===== src/rtl/lift_sweep_controller_core_assert.svh =====
`ifndef LIFT_SWEEP_CONTROLLER_CORE_ASSERT_SVH
`define LIFT_SWEEP_CONTROLLER_CORE_ASSERT_SVH

// Same-cycle implication, sampled on aclk, off while aresetn is low.
`define LSC_ASSERT_IMP(label, ante, cons, msg) \
    label: assert property (@(posedge aclk) disable iff (!aresetn) (ante) |-> (cons)) \
        else $error(msg);

// Next-cycle implication, sampled on aclk, off while aresetn is low.
`define LSC_ASSERT_NXT(label, ante, cons, msg) \
    label: assert property (@(posedge aclk) disable iff (!aresetn) (ante) |=> (cons)) \
        else $error(msg);

`endif


===== src/rtl/lsc_pkg.sv =====
package lsc_pkg;

    localparam int ID_W     = 8;
    localparam int FLOOR_W  = 3;
    localparam int RIDERS_W = 3;
    localparam int CFG_W    = 4;

    localparam logic [CFG_W-1:0] FLOORS_IN_USE_RESET = 4'd8;
    localparam int MIN_FLOORS = 2;

    localparam logic [1:0] FUNC_CALL   = 2'd0;
    localparam logic [1:0] FUNC_BOARD  = 2'd1;
    localparam logic [1:0] FUNC_ALIGHT = 2'd2;
    localparam logic [1:0] FUNC_STEP   = 2'd3;

    localparam logic [1:0] STAT_OK        = 2'd0;
    localparam logic [1:0] STAT_WAIT_FULL = 2'd1;
    localparam logic [1:0] STAT_NOT_FOUND = 2'd2;
    localparam logic [1:0] STAT_REFUSED   = 2'd3;

    typedef struct packed {
        logic [1:0]         func;
        logic [ID_W-1:0]    person_id;
        logic [FLOOR_W-1:0] at_floor;
        logic [FLOOR_W-1:0] dest_floor;
    } in_item_t;

    typedef struct packed {
        logic [1:0]          status;
        logic [FLOOR_W-1:0]  car_floor;
        logic                heading_up;
        logic                held;
        logic                reversed;
        logic [RIDERS_W-1:0] riders;
    } out_item_t;

    typedef struct packed {
        logic            vld;
        logic [ID_W-1:0] id;
    } wait_word_t;

    typedef struct packed {
        logic capture;
        logic clear;
        logic scan_init;
        logic scan_en;
        logic finish;
    } cmd_t;

    typedef struct packed {
        logic clear_last;
        logic need_scan;
        logic scan_done;
    } stat_t;

endpackage


===== src/rtl/lsc_ctrl.sv =====
module lsc_ctrl (
    input  logic          aclk,
    input  logic          aresetn,
    input  logic          s_valid,
    output logic          s_ready,
    output logic          m_valid,
    input  logic          m_ready,
    input  lsc_pkg::stat_t stat,
    output lsc_pkg::cmd_t  cmd
);

    localparam logic [1:0] S_CLEAR = 2'd0;
    localparam logic [1:0] S_IDLE  = 2'd1;
    localparam logic [1:0] S_CHECK = 2'd2;
    localparam logic [1:0] S_SCAN  = 2'd3;

    logic [1:0] state_reg, state_next;
    logic       out_vld_reg, out_vld_next;
    logic       out_free;

    assign out_free = !out_vld_reg || m_ready;
    assign s_ready  = (state_reg == S_IDLE);
    assign m_valid  = out_vld_reg;

    always_comb begin
        state_next = state_reg;
        cmd        = '0;
        cmd.capture = s_valid && (state_reg == S_IDLE);
        unique case (state_reg)
            S_CLEAR: begin
                cmd.clear = 1'b1;
                if (stat.clear_last) begin
                    state_next = S_IDLE;
                end
            end
            S_IDLE: begin
                if (s_valid) begin
                    state_next = S_CHECK;
                end
            end
            S_CHECK: begin
                cmd.scan_init = 1'b1;
                if (stat.need_scan) begin
                    state_next = S_SCAN;
                end else if (out_free) begin
                    cmd.finish = 1'b1;
                    state_next = S_IDLE;
                end
            end
            S_SCAN: begin
                cmd.scan_en = 1'b1;
                if (stat.scan_done && out_free) begin
                    cmd.finish = 1'b1;
                    state_next = S_IDLE;
                end
            end
            default: begin
                state_next = S_IDLE;
            end
        endcase
    end

    always_comb begin
        out_vld_next = out_vld_reg;
        if (cmd.finish) begin
            out_vld_next = 1'b1;
        end else if (m_ready) begin
            out_vld_next = 1'b0;
        end
    end

    always_ff @(posedge aclk) begin
        if (!aresetn) begin
            state_reg   <= S_CLEAR;
            out_vld_reg <= 1'b0;
        end else begin
            state_reg   <= state_next;
            out_vld_reg <= out_vld_next;
        end
    end

`include "lift_sweep_controller_core_assert.svh"

    `LSC_ASSERT_IMP(a_finish_slot_free, cmd.finish, out_free, "result overwritten")
    `LSC_ASSERT_IMP(a_valid_from_finish, $rose(out_vld_reg), $past(cmd.finish), "stray result")
    `LSC_ASSERT_NXT(a_accept_to_check, cmd.capture, state_reg == S_CHECK, "item not checked")

endmodule


===== src/rtl/lsc_datapath.sv =====
module lsc_datapath #(
    parameter int FLOORS     = 8,
    parameter int WAIT_SLOTS = 16,
    parameter int CAR_SLOTS  = 4
) (
    input  logic                            aclk,
    input  logic                            aresetn,
    input  lsc_pkg::cmd_t                   cmd,
    output lsc_pkg::stat_t                  stat,
    input  lsc_pkg::in_item_t               s_item,
    output lsc_pkg::out_item_t              m_item,
    input  logic                            cfg_we,
    input  logic [lsc_pkg::CFG_W-1:0]       cfg_wdata
);

    localparam int DEPTH = FLOORS * WAIT_SLOTS;
    localparam int AW    = $clog2(DEPTH);
    localparam int FLW   = $clog2(FLOORS);
    localparam int SVW   = $clog2(FLOORS + 1);
    localparam int CMPW  = (SVW > lsc_pkg::CFG_W) ? SVW : lsc_pkg::CFG_W;
    localparam int SLW   = $clog2(WAIT_SLOTS + 1);
    localparam int SIW   = (WAIT_SLOTS > 1) ? $clog2(WAIT_SLOTS) : 1;
    localparam int CNTW  = $clog2(CAR_SLOTS + 1);
    localparam int CIW   = (CAR_SLOTS > 1) ? $clog2(CAR_SLOTS) : 1;

    logic [lsc_pkg::CFG_W-1:0]   floors_cfg_reg;
    logic [FLW-1:0]              car_floor_reg, car_floor_next;
    logic                        going_up_reg, going_up_next;
    logic [CAR_SLOTS-1:0]        rider_vld_reg, rider_vld_next;
    logic [lsc_pkg::ID_W-1:0]    rider_id_reg [CAR_SLOTS];
    logic [lsc_pkg::FLOOR_W-1:0] rider_dest_reg [CAR_SLOTS];
    logic [CNTW-1:0]             rider_cnt_reg, rider_cnt_next;
    lsc_pkg::in_item_t           item_reg;
    lsc_pkg::out_item_t          out_reg, out_next;
    logic [AW-1:0]               clr_addr_reg;
    logic [SLW-1:0]              issue_idx_reg;
    logic                        rd_vld_reg;
    logic [SIW-1:0]              rd_slot_reg;
    lsc_pkg::wait_word_t         rd_word_reg;
    lsc_pkg::wait_word_t         wmem [DEPTH];

    logic [CMPW-1:0]      served, top, car_ext, at_ext, dest_ext, scan_floor;
    logic [CAR_SLOTS-1:0] id_match, dest_here;
    logic [CIW-1:0]       match_idx, free_idx;
    logic                 at_ok, room, board_ok, stop_rider, hit, exhausted, scan_hit;
    logic                 need_scan;
    logic [AW-1:0]        base, raddr, waddr;
    logic                 mem_we, mem_re;
    lsc_pkg::wait_word_t  wdata;
    logic                 rider_wr;

    always_comb begin
        served = CMPW'(floors_cfg_reg);
        if (served < CMPW'(lsc_pkg::MIN_FLOORS)) begin
            served = CMPW'(lsc_pkg::MIN_FLOORS);
        end else if (served > CMPW'(FLOORS)) begin
            served = CMPW'(FLOORS);
        end
    end

    assign top      = served - CMPW'(1);
    assign car_ext  = CMPW'(car_floor_reg);
    assign at_ext   = CMPW'(item_reg.at_floor);
    assign dest_ext = CMPW'(item_reg.dest_floor);

    always_comb begin
        match_idx = '0;
        free_idx  = '0;
        for (int i = 0; i < CAR_SLOTS; i++) begin
            id_match[i]  = rider_vld_reg[i] && (rider_id_reg[i] == item_reg.person_id);
            dest_here[i] = rider_vld_reg[i] && (CMPW'(rider_dest_reg[i]) == car_ext);
        end
        for (int i = CAR_SLOTS - 1; i >= 0; i--) begin
            if (id_match[i]) begin
                match_idx = CIW'(i);
            end
            if (!rider_vld_reg[i]) begin
                free_idx = CIW'(i);
            end
        end
    end

    assign at_ok      = at_ext < served;
    assign room       = rider_cnt_reg < CNTW'(CAR_SLOTS);
    assign board_ok   = (at_ext == car_ext) && at_ok && (dest_ext < served) && room;
    assign stop_rider = |dest_here;

    always_comb begin
        case (item_reg.func)
            lsc_pkg::FUNC_CALL:  need_scan = at_ok;
            lsc_pkg::FUNC_BOARD: need_scan = board_ok;
            lsc_pkg::FUNC_STEP:  need_scan = !stop_rider && room;
            default:             need_scan = 1'b0;
        endcase
    end

    assign stat.need_scan = need_scan;

    always_comb begin
        case (item_reg.func)
            lsc_pkg::FUNC_CALL:  hit = !rd_word_reg.vld;
            lsc_pkg::FUNC_BOARD: hit = rd_word_reg.vld && (rd_word_reg.id == item_reg.person_id);
            default:             hit = rd_word_reg.vld;
        endcase
    end

    assign scan_floor     = (item_reg.func == lsc_pkg::FUNC_STEP) ? car_ext : at_ext;
    assign base           = AW'(scan_floor * WAIT_SLOTS);
    assign exhausted      = issue_idx_reg == SLW'(WAIT_SLOTS);
    assign scan_hit       = rd_vld_reg && hit;
    assign stat.scan_done = exhausted || scan_hit;
    assign stat.clear_last = clr_addr_reg == AW'(DEPTH - 1);
    assign mem_re         = cmd.scan_en && !stat.scan_done;
    assign raddr          = base + AW'(issue_idx_reg[SIW-1:0]);

    always_comb begin
        car_floor_next = car_floor_reg;
        going_up_next  = going_up_reg;
        rider_vld_next = rider_vld_reg;
        rider_cnt_next = rider_cnt_reg;
        rider_wr       = 1'b0;
        mem_we         = 1'b0;
        waddr          = base + AW'(rd_slot_reg);
        wdata          = '{vld: 1'b0, id: item_reg.person_id};
        out_next       = out_reg;
        out_next.status   = lsc_pkg::STAT_OK;
        out_next.held     = 1'b0;
        out_next.reversed = 1'b0;
        if (cmd.clear) begin
            mem_we = 1'b1;
            waddr  = clr_addr_reg;
            wdata  = '0;
        end
        if (cmd.finish) begin
            case (item_reg.func)
                lsc_pkg::FUNC_CALL: begin
                    if (!at_ok) begin
                        out_next.status = lsc_pkg::STAT_REFUSED;
                    end else if (scan_hit) begin
                        mem_we    = 1'b1;
                        wdata.vld = 1'b1;
                    end else begin
                        out_next.status = lsc_pkg::STAT_WAIT_FULL;
                    end
                end
                lsc_pkg::FUNC_BOARD: begin
                    if (!board_ok) begin
                        out_next.status = lsc_pkg::STAT_REFUSED;
                    end else if (scan_hit) begin
                        mem_we                   = 1'b1;
                        rider_wr                 = 1'b1;
                        rider_vld_next[free_idx] = 1'b1;
                        rider_cnt_next           = rider_cnt_reg + CNTW'(1);
                    end else begin
                        out_next.status = lsc_pkg::STAT_NOT_FOUND;
                    end
                end
                lsc_pkg::FUNC_ALIGHT: begin
                    if (!(|id_match)) begin
                        out_next.status = lsc_pkg::STAT_NOT_FOUND;
                    end else if (CMPW'(rider_dest_reg[match_idx]) != car_ext) begin
                        out_next.status = lsc_pkg::STAT_REFUSED;
                    end else begin
                        rider_vld_next[match_idx] = 1'b0;
                        rider_cnt_next            = rider_cnt_reg - CNTW'(1);
                    end
                end
                default: begin
                    if (stop_rider || (need_scan && scan_hit)) begin
                        out_next.held = 1'b1;
                    end else if (going_up_reg && (car_ext < top)) begin
                        car_floor_next = car_floor_reg + FLW'(1);
                    end else if (!going_up_reg && (car_floor_reg != '0)) begin
                        car_floor_next = car_floor_reg - FLW'(1);
                    end else begin
                        going_up_next     = !going_up_reg;
                        out_next.reversed = 1'b1;
                    end
                end
            endcase
        end
        out_next.car_floor  = lsc_pkg::FLOOR_W'(car_floor_next);
        out_next.heading_up = going_up_next;
        out_next.riders     = lsc_pkg::RIDERS_W'(rider_cnt_next);
    end

    assign m_item = out_reg;

    always_ff @(posedge aclk) begin
        if (!aresetn) begin
            floors_cfg_reg <= lsc_pkg::FLOORS_IN_USE_RESET;
            car_floor_reg  <= '0;
            going_up_reg   <= 1'b1;
            rider_vld_reg  <= '0;
            rider_cnt_reg  <= '0;
            clr_addr_reg   <= '0;
            issue_idx_reg  <= '0;
            rd_vld_reg     <= 1'b0;
        end else begin
            if (cfg_we) begin
                floors_cfg_reg <= cfg_wdata;
            end
            car_floor_reg <= car_floor_next;
            going_up_reg  <= going_up_next;
            rider_vld_reg <= rider_vld_next;
            rider_cnt_reg <= rider_cnt_next;
            if (cmd.clear) begin
                clr_addr_reg <= clr_addr_reg + AW'(1);
            end
            if (cmd.scan_init) begin
                issue_idx_reg <= '0;
                rd_vld_reg    <= 1'b0;
            end else if (mem_re) begin
                issue_idx_reg <= issue_idx_reg + SLW'(1);
                rd_vld_reg    <= 1'b1;
            end
        end
    end

    always_ff @(posedge aclk) begin
        if (cmd.capture) begin
            item_reg <= s_item;
        end
        if (cmd.finish) begin
            out_reg <= out_next;
        end
        if (mem_re) begin
            rd_slot_reg <= SIW'(issue_idx_reg);
        end
        if (rider_wr) begin
            rider_id_reg[free_idx]   <= item_reg.person_id;
            rider_dest_reg[free_idx] <= item_reg.dest_floor;
        end
    end

    always_ff @(posedge aclk) begin
        if (mem_we) begin
            wmem[waddr] <= wdata;
        end
        if (mem_re) begin
            rd_word_reg <= wmem[raddr];
        end
    end

`include "lift_sweep_controller_core_assert.svh"

    `LSC_ASSERT_IMP(a_rider_count, 1'b1, rider_cnt_reg == CNTW'($countones(rider_vld_reg)), "rider count off")
    `LSC_ASSERT_IMP(a_car_in_range, 1'b1, car_ext < CMPW'(FLOORS), "car beyond floors")
    `LSC_ASSERT_IMP(a_one_mem_access, mem_we, !mem_re, "read and write collide")

endmodule


===== src/rtl/lift_sweep_controller_core.sv =====
// Sweeping elevator controller.
// Input channel s_valid/s_ready/s_item: one operation per item (call, board,
// alight, step). Result channel m_valid/m_ready/m_item: exactly one result per
// item, in order. cfg_we/cfg_wdata writes floors_in_use; write only while idle.
// Alight, refused operations, steps held by a rider and steps with a full car
// are finished from the check state without a scan. Call, board and other
// steps scan the waiting slots of one floor in a memory, one slot per cycle
// after a setup in the check state, ending at the first hit or after
// WAIT_SLOTS slots. s_ready returns when the result is registered.
// Reset: after aresetn the waiting memory is cleared one entry per cycle,
// all FLOORS * WAIT_SLOTS entries, with s_ready low. Car at floor 0 heading up,
// car empty, floors_in_use = 8.
// Stall: the result register holds while m_ready is low; a new item may be
// accepted meanwhile, and its work waits before finishing until the
// previous result has been taken.
module lift_sweep_controller_core #(
    parameter int FLOORS     = 8,
    parameter int WAIT_SLOTS = 16,
    parameter int CAR_SLOTS  = 4
) (
    input  logic                      aclk,
    input  logic                      aresetn,
    input  logic                      s_valid,
    output logic                      s_ready,
    input  lsc_pkg::in_item_t         s_item,
    output logic                      m_valid,
    input  logic                      m_ready,
    output lsc_pkg::out_item_t        m_item,
    input  logic                      cfg_we,
    input  logic [lsc_pkg::CFG_W-1:0] cfg_wdata
);

    lsc_pkg::cmd_t  cmd;
    lsc_pkg::stat_t stat;

    lsc_ctrl u_ctrl (
        .aclk    (aclk),
        .aresetn (aresetn),
        .s_valid (s_valid),
        .s_ready (s_ready),
        .m_valid (m_valid),
        .m_ready (m_ready),
        .stat    (stat),
        .cmd     (cmd)
    );

    lsc_datapath #(
        .FLOORS     (FLOORS),
        .WAIT_SLOTS (WAIT_SLOTS),
        .CAR_SLOTS  (CAR_SLOTS)
    ) u_datapath (
        .aclk      (aclk),
        .aresetn   (aresetn),
        .cmd       (cmd),
        .stat      (stat),
        .s_item    (s_item),
        .m_item    (m_item),
        .cfg_we    (cfg_we),
        .cfg_wdata (cfg_wdata)
    );

endmodule


===== config.mk =====
export PLATFORM = sky130hd
export DESIGN_NAME = lift_sweep_controller_core
export DESIGN_NICKNAME = d
export VERILOG_FILES = /design/src/rtl/lsc_pkg.sv /design/src/rtl/lsc_ctrl.sv /design/src/rtl/lsc_datapath.sv /design/src/rtl/lift_sweep_controller_core.sv
export VERILOG_INCLUDE_DIRS = /design/src /design/src/rtl
export SDC_FILE = /design/constraint.sdc
export NUM_CORES = 1
export LEC_CHECK = 0
export BUFFER_PORTS_ARGS = -buffer_cell sky130_fd_sc_hd__buf_2
export CORE_MARGIN = 2
export CORE_UTILIZATION = 31
export CTS_CLUSTER_DIAMETER = 40
export DETAILED_ROUTE_END_ITERATION = 10
export GPL_TIMING_DRIVEN = 1
export HOLD_SLACK_MARGIN = 0.06
export PLACE_DENSITY_LB_ADDON = 0.3
export RECOVER_POWER = 50
export SYNTH_ARGS = -nofsm -noshare
export SYNTH_HDL_FRONTEND = slang
export SYNTH_SLANG_ARGS = --single-unit

===== constraint.sdc =====
create_clock -name aclk -period 16.2 [get_ports aclk]
set_clock_uncertainty 0.05 [all_clocks]
set_input_delay 1.62 -clock aclk [delete_from_list [all_inputs] [get_ports aclk]]
set_output_delay 1.62 -clock aclk [all_outputs]
set_load 0.02 [all_outputs]

==> results.cfg, run 1 <==
[outcome]
outcome = complete, but fails checks
violations = max-capacitance violations, max-slew violations

[sta]
hold_violations = 0
max_freq_ghz = 0.116
worst_pin_slew_ns = 5.06
slew_viol_final = 1358
post-route-period-util = 0.532
rsz0062_at_grt = false
relSlewSlack = -2.37
min_period_ns = 8.62
setup_viol = 0
worst_slack_ns = 7.58
fin_hold_ws_ns = 0.456
setup_tns_ns = 0

[global_routing]
grt_util_all_layers = 0.148
grt_max_degree = 118
antenna_found_initial = 0
grt_pass1_vias = 25300
grt_first_pass_wirelength_mm = 180
globalRouteOverflowTotal = 0

[route]
routed_wl_mm = 124
drtAntennaViolNets = 0
via_per_inst = 5.02
first_pass_iters = 5
wl_per_cell_um = 25.5
drc = 0
vias = 24400
drtIter0Drc = 2688

[clock_network]
clock_latency_ns = 0.77
cts_resized = 0
numCtsBuffers = 164
clock_path_buffers = 3
post_cts_buffers = 0
htree_levels = 4
clk_pin_slew_worst_paths_ns = 0.06
postCtsHoldBufs = 0
cts_root_buf = clkbuf_16
cts_sinks = 1267
cts_tree = done

[worst_setup_path]
path_common_cell = clkbuf_1
critical-path-max-stage-delay_ns = 2.99
required_ns = 16.12
slowest_stage = clkbuf_1
path_class = flop to flop
crit_path_max_fanout = 80
start_kind = flop
path_cells = inv_1 > ha_1 > nor4bb_1 > o21ai_0 > and3_1 > o31a_1 > nor3_1 > clkbuf_1 > clkbuf_1
arrival_ns = 8.53
critical_path.endpoint_type = flop

[synthesis]
post-synth-top-area-cell = edfxtp_1
yosysTopAreaCellShare = 0.736
syn_nets = 2494
ys_ff_latch = 1267
ys_seq_area_frac = 0.748
syn_area_sq_um = 50400
async_flop_share = 0
synth_cells = 2445
synth-edff-count = 1236
yosys-top-cells-area = edfxtp_1 (74%), mux4_2 (16%), nor2_1 (1.2%), dfxtp_1 (1.2%), nand2_1 (1.0%)
ys_warn_count = 0
ys_types = 76
syn_avg_cell_area_sq_um = 20.6
synth_ff_type = edfxtp_1

[floorplan]
fp.dieArea_sq_um = 166000
die_w_um = 407
start_util = 0.311
die_h_um = 407
io_pins = 38
core_sq_um = 162000
num_rows = 148

[cells_and_area]
drive_above_1_share = 0.259
areaGrowthSynthToFinish_pct = 15.9
utilization = 0.360
largest_register_ffs = 1152
antennaDiodeCount = 0
final_nets = 2602

[hold_path]
hold_class = flop to flop

[pwr]
powerDensity_nw_per_um2 = 128
power.leakage_nw = 17.4
peakVddDrop_mv = 0.120

[place]
place_hpwl_mm = 75.8
post-place-ws_ns = 10.55
numPortBuffers = 37
place_congestion = 0.820

[flow_run]
maxCapViolCount = 22
-- critical path, delay by kind of cell (launching register included) --
| family | cells | cell delay [ns] |
|---|---|---|
| AO/OA/AOI/OAI | 2 | 0.31 |
| adder cells (fa/ha/maj) | 1 | 0.17 |
| buffers and inverters | 3 | 5.05 |
| flip-flops | 1 | 1.29 |
| AND/OR/NAND/NOR | 3 | 0.81 |
-- final cells by class --
class | count | area (sq um)
fillers | 14900 | 104000
flip-flops and latches | 1267 | 37700
multi-input cells | 1029 | 12100
clock buffers | 189 | 4340
well taps | 2175 | 2720
clock inverters | 112 | 1130
repair buffers | 66 | 358
inverters | 25 | 93.8
-- per-stage QoR --
step	instance area [sq um]	total power [mW]	instances
3_5_place_dp	53100	3.97	4562
5_1_grt	58500	7.71	4863
3_3_place_gp	53100	3.96	4562
6_report	58500	7.49	4863
2_1_floorplan	50400	3.85	2445
4_1_cts	58600	7.55	4863
-- synth_stat cells (9+ instances only) --
cell      count
nor2b_1      12
clkbuf_1     62
o21ai_0      27
buf_1        40
mux4_2      360
xnor2_1      33
ha_1         24
mux2i_1      11
inv_1        23
nand2b_1     13
dfxtp_1      31
nand3_1      55
nand2_1     141
nand4_1      12
nor2_1      166
a21oi_1      14
nor3_1        9
xor2_1       31
edfxtp_1   1236
-- where the power goes --
part / switching, mW / leakage [nW] / internal [mW]
Clock: 1.40 / 2.64 / 2.18
Sequential: 0.0145 / 11.4 / 3.65
Combinational: 0.193 / 3.39 / 0.0448
-- layer usage --
layer	vias to the layer above	share of wire	global-route usage
met2	838	0.49	0.246
met4	0	0.025	0.0453
met1	13100	0.42	0.198
met5	-	0	0
met3	175	0.056	0.0266
li1	10300	-	-
-- layout by cell type, fill, tap and decap left out, types with 5 or more instances in the layout --
master / n
a21oi_1: 14
a31oi_1: 8
buf_2: 22
buf_4: 9
bufinv_16: 15
clkbuf_1: 48
clkbuf_16: 169
clkinv_1: 23
clkinv_2: 23
clkinv_4: 10
clkinvlp_4: 17
dfxtp_1: 29
edfxtp_1: 1236
ha_1: 24
inv_1: 23
inv_6: 16
inv_8: 5
mux2i_1: 8
mux4_2: 360
nand2_1: 141
nand2b_1: 13
nand3_1: 54
nand3_2: 7
nand4_1: 13
nor2_1: 167
nor2b_1: 8
nor3_1: 9
nor4_1: 5
o211ai_1: 6
o21ai_0: 28
o31ai_1: 9
o32ai_1: 5
or3_1: 5
xnor2_1: 33
xor2_1: 31
-- logic make-up (layout without fill, tap and decap cells) --
logic type | after synthesis | in the layout | share of synthesized area
adders and majority gates | 24 | 24 | 0.00595
and+or+nand+nor | 457 | 457 | 0.0428
xor gates and xnor gates | 64 | 64 | 0.0111
muxes | 376 | 376 | 0.164
buffers and inverters | 149 | 392 | 0.0131
AOI/OAI and AO/OA | 108 | 108 | 0.0149
DFF | 1267 | 1267 | 0.748
-- path summary, 6_finish.rpt --
path                                from  slack [ns]                endpoint  cells past startpoint
min                u_datapath.rd_vld_reg        0.46   u_datapath.rd_vld_reg                      2
min reg2reg        u_datapath.rd_vld_reg        0.46   u_datapath.rd_vld_reg                      2
max reg2reg  u_datapath.issue_idx_reg[1]        7.58  u_datapath.wmem[26][8]                      9
max          u_datapath.issue_idx_reg[1]        7.58  u_datapath.wmem[26][8]                      9
No activity file was read; power rests on OpenSTA's default activity.
==> run 2: changes to the inputs <==
clock period = 7.9 ns   (was 16.2 ns; I/O delays follow)
==> run 2 against run 1 <==
Largest power group unchanged. Via count grew 0.91%. Setup slack got worse by 5.8 ns. Clock-buffer cell count decreased by 1. The flow still finishes with violations (max-capacitance violations, max-slew violations). Clock power rose by 110%. Cell area grew 0.19%. Wire length is 0.71% lower. Highest routed layer unchanged. Sequential power increased by 100%. Utilization grew 0.070 points. Final cell count grew 0.25%. Sequential cell count is the same. Die area is the same. Largest cell class unchanged.
==> results.cfg, run 2 (same netlist as run 1, synthesis figures left out) <==
[outcome]
outcome = complete, but fails checks
violations = max-capacitance violations, max-slew violations

[cells_and_area]
antennaDiodeCount = 0
drive_above_1_share = 0.261
areaGrowthSynthToFinish_pct = 16.1
final_common_cell = edfxtp_1
final_cell_area_sq_um = 58600
largest_register_ffs = 1152
layout_common_cells = edfxtp_1 (1236), mux4_2 (360), clkbuf_16 (168), nor2_1 (167), nand2_1 (141)
final_nets = 2609
final_cells = 4875
utilization = 0.361

[place]
place_area_sq_um = 53200
post-place-ws_ns = 2.56
place_congestion = 0.826
numPortBuffers = 37
place_hpwl_mm = 74.1
dp.cells = 4567

[sta]
setup_viol = 0
setup_tns_ns = 0
hold_violations = 0
slew_viol_final = 1078
max_freq_ghz = 0.164
worst_pin_slew_ns = 4.32
rsz0062_at_grt = false
relSlewSlack = -1.88
post-route-period-util = 0.772
min_period_ns = 6.10
fin_hold_ws_ns = 0.158
worst_slack_ns = 1.80

[floorplan]
io_pins = 38
core_sq_um = 162000
die_h_um = 407
die_w_um = 407
fp.dieArea_sq_um = 166000
start_util = 0.311
num_rows = 148

[route]
drtIter0Drc = 2783
drc = 0
via_per_inst = 5.05
wl_per_cell_um = 25.3
vias = 24600
drtAntennaViolNets = 0
first_pass_iters = 5
routed_wl_mm = 123

[worst_setup_path]
crit_path_max_fanout = 80
arrival_ns = 6.46
slowest_stage = clkbuf_1
r2r_setup_slack_ns = 1.80
critical-path-max-stage-delay_ns = 1.78
start_kind = flop
critPathTopFamily = buffers and inverters
path_class = flop to flop
required_ns = 8.26
crit_buf_inv = 3
path_cells = inv_1 > ha_1 > nor4bb_1 > o21ai_0 > and3_1 > o31a_1 > nor3_1 > clkbuf_1 > buf_4
critical_path.endpoint_type = flop

[global_routing]
grt_first_pass_wirelength_mm = 181
antenna_found_initial = 2
grt_pass1_vias = 25300
grt_util_all_layers = 0.147
grt_max_degree = 144
globalRouteOverflowTotal = 0

[clock_network]
cts_tree = done
post_cts_buffers = 0
clock_latency_ns = 0.76
cts_sinks = 1267
postCtsHoldBufs = 0
htree_levels = 4
cts_resized = 0
clock_path_buffers = 3
clk_pin_slew_worst_paths_ns = 0.06
numCtsBuffers = 166
cts_root_buf = clkbuf_16

[pwr]
peakVddDrop_mv = 0.224
p_clk_frac = 0.481
power_frac_seq = 0.487
powerDensity_nw_per_um2 = 263
finalPower_mw = 15.4
comb_power_share = 0.032
p_sw_mw = 3.40
power.leakage_nw = 17.5
p_int_mw = 12.0
switching_share = 0.220

[hold_path]
hold_class = primary input to flop

[flow_run]
maxCapViolCount = 19
==> run 2: cell count changes in the layout (fill, tap and decap cells not counted), sizes merged <==
cell      previous run  this run
clkinvlp            17        18
clkinv              59        65
buf                 34        36
clkbuf             221       223
inv                 46        47
==> run 2: worst paths after layout <==
check | start | endpoint | cells after the start
min | s_item[7] | u_datapath.item_reg[7] | 1
min reg2reg | u_datapath.rd_vld_reg | u_datapath.rd_vld_reg | 2
max reg2reg | u_datapath.issue_idx_reg[1] | u_datapath.wmem[24][8] | 9
max | u_datapath.issue_idx_reg[1] | u_datapath.wmem[24][8] | 9
==> run 2: final cells by class <==
cell class,instances,area [sq um]
inverter,25,93.8
sequential,1267,37700
fill,14900,104000
multi-input combinational,1029,12100
timing repair buffer,71,380
clock inverter,120,1270
clock buffer,188,4280
tap,2175,2720
==> run 2: per-layer routing <==
metal | vias up | wire length (um) | global-route usage
met5 | - | 0 | 0
met4 | 0 | 2040 | 0.0355
met3 | 168 | 7030 | 0.0258
met2 | 902 | 60600 | 0.241
met1 | 13200 | 53500 | 0.204
li1 | 10300 | - | -
==> run 2: worst reg2reg max path: stages (launching register included) <==
cell and delay, ns:
dfxtp_1 1.28, inv_1 0.28, ha_1 0.18, nor4bb_1 0.32
o21ai_0 0.11, and3_1 0.21, o31a_1 0.15, nor3_1 0.28
clkbuf_1 1.78, buf_4 0.93
==> run 2: power groups by stage <==
stage                     Sequential [mW]  Clock, mW  Combinational [mW]
after CTS                            7.50       7.56               0.515
final                                7.51       7.42               0.496
after detailed placement             7.64          0               0.514
after global placement               7.63          0               0.499
after global routing                 7.52       7.83               0.531
after floorplan                      7.64          0               0.262
==> run 3: changes to the inputs <==
clock period = 5.5 ns   (was 7.9 ns; I/O delays follow)
==> run 3 against run 2 <==
The flow still finishes with violations (max-capacitance violations, max-slew violations). Wire length grew 1.9%. Sequential cell count is the same. Utilization rose by 0.43 points. Cell area is 1.2% higher. Sequential power grew 44%. Fmax up 20%. Total power up 45%. Largest power group unchanged.
==> results.cfg, run 3 (same netlist as run 1, synthesis figures left out) <==
[floorplan]
core_sq_um = 162000
num_rows = 148
die_h_um = 407
start_util = 0.311
io_pins = 38
fp.dieArea_sq_um = 166000
die_w_um = 407

[clock_network]
cts_root_buf = clkbuf_16
numCtsBuffers = 163
htree_levels = 4
cts_tree = done
cts_resized = 0
clk_pin_slew_worst_paths_ns = 0.05
clock_path_buffers = 3
clock_latency_ns = 0.79
cts_sinks = 1267

[pwr]
powerDensity_nw_per_um2 = 377
peakVddDrop_mv = 0.261
power.leakage_nw = 17.9
finalPower_mw = 22.4

[worst_setup_path]
path_class = flop to flop
arrival_ns = 5.44
crit_path_max_fanout = 13
start_kind = flop
critical_path.endpoint_type = flop
critical-path-max-stage-delay_ns = 0.93
crit_buf_inv = 1
required_ns = 5.85
slowest_stage = nor2_1
path_cells = inv_1 > ha_1 > o211ai_1 > nor4_2 > a31oi_1 > or4_4 > or2_1 > nand2_1 > a21o_2 > nand3_2 > nor2_1
critPathTopFamily = simple AND/OR/NAND/NOR gates

[place]
place_hpwl_mm = 75.4
dp.cells = 4614
numPortBuffers = 37
place_congestion = 0.834
post-place-ws_ns = 0.422
place_area_sq_um = 53700

[sta]
slew_viol_final = 953
hold_violations = 0
post-route-period-util = 0.927
max_freq_ghz = 0.196
setup_tns_ns = 0
worst_slack_ns = 0.403
fin_hold_ws_ns = 0.112
min_period_ns = 5.10
rsz0062_at_grt = false
worst_pin_slew_ns = 3.35
relSlewSlack = -1.23
setup_viol = 0

[route]
drtAntennaViolNets = 0
drc = 0
first_pass_iters = 5
wl_per_cell_um = 25.4
drtIter0Drc = 2763
via_per_inst = 5.04
vias = 24900
routed_wl_mm = 125

[cells_and_area]
final_cell_area_sq_um = 59300
fillerInstances = 14800
areaGrowthSynthToFinish_pct = 17.5
drive_above_1_share = 0.277
final_nets = 2677
largest_register_ffs = 1152
final_cells = 4940
utilization = 0.365
layout_common_cells = edfxtp_1 (1236), mux4_2 (360), nor2_1 (167), clkbuf_16 (164), nand2_1 (141)
final_common_cell = edfxtp_1

[global_routing]
antenna_found_initial = 1
grt_max_degree = 170
globalRouteOverflowTotal = 0
grt_util_all_layers = 0.149
grt_pass1_vias = 25700
grt_first_pass_wirelength_mm = 182

[hold_path]
hold_class = primary input to flop

[outcome]
outcome = complete, but fails checks
violations = max-capacitance violations, max-slew violations

[flow_run]
maxCapViolCount = 10
==> run 3: tightest hold or removal path, stage by stage <==
cell,delay (ns)
buf_2,0.16
mux2i_1,0.10
nor2_1,0.08
==> run 3: metal layers <==
metal / global-route usage / part of all wire / up-vias
met2: 0.239 / 0.48 / 950
met5: 0 / 0 / -
met1: 0.199 / 0.42 / 13300
met3: 0.0344 / 0.069 / 212
li1: - / - / 10400
met4: 0.0531 / 0.029 / 0
==> run 3: layout make-up <==
| class | instances | area, sq um | share of cell area |
|---|---|---|---|
| flip-flops and latches | 1267 | 37800 | 0.637 |
| clock inverters | 121 | 1440 | 0.0244 |
| clock buffers | 179 | 4160 | 0.0702 |
| multi-input cells | 1029 | 12100 | 0.204 |
| inverters | 25 | 93.8 | 0.00158 |
| well taps | 2175 | 2720 | 0.0459 |
| repair buffers | 142 | 1010 | 0.0171 |
| diodes | 2 | 5.00 | 0.0000844 |
==> run 3: path summary, 6_finish.rpt <==
check	slack, ns	depth (start not counted)	from	to
hold / removal	0.11	3	cfg_we	u_datapath.floors_cfg_reg[2]
setup reg to reg	0.40	11	u_datapath.item_reg[15]	u_datapath.wmem[108][6]
setup / recovery	0.40	11	u_datapath.item_reg[15]	u_datapath.wmem[108][6]
hold reg to reg	0.46	2	u_datapath.rd_vld_reg	u_datapath.rd_vld_reg
==> run 3: report_power, final <==
part	internal, mW	total [mW]	switching, mW	leakage, nW
combinational	0.162	0.757	0.595	3.78
clock	6.49	10.8	4.33	2.69
sequential	10.8	10.8	0.0342	11.4
==> run 3: timing repair <==
action                                 in CTS  in global routing
endpoints found under the hold margin      21                  0
hold buffers                               24                  0
setup buffers                               0                  0
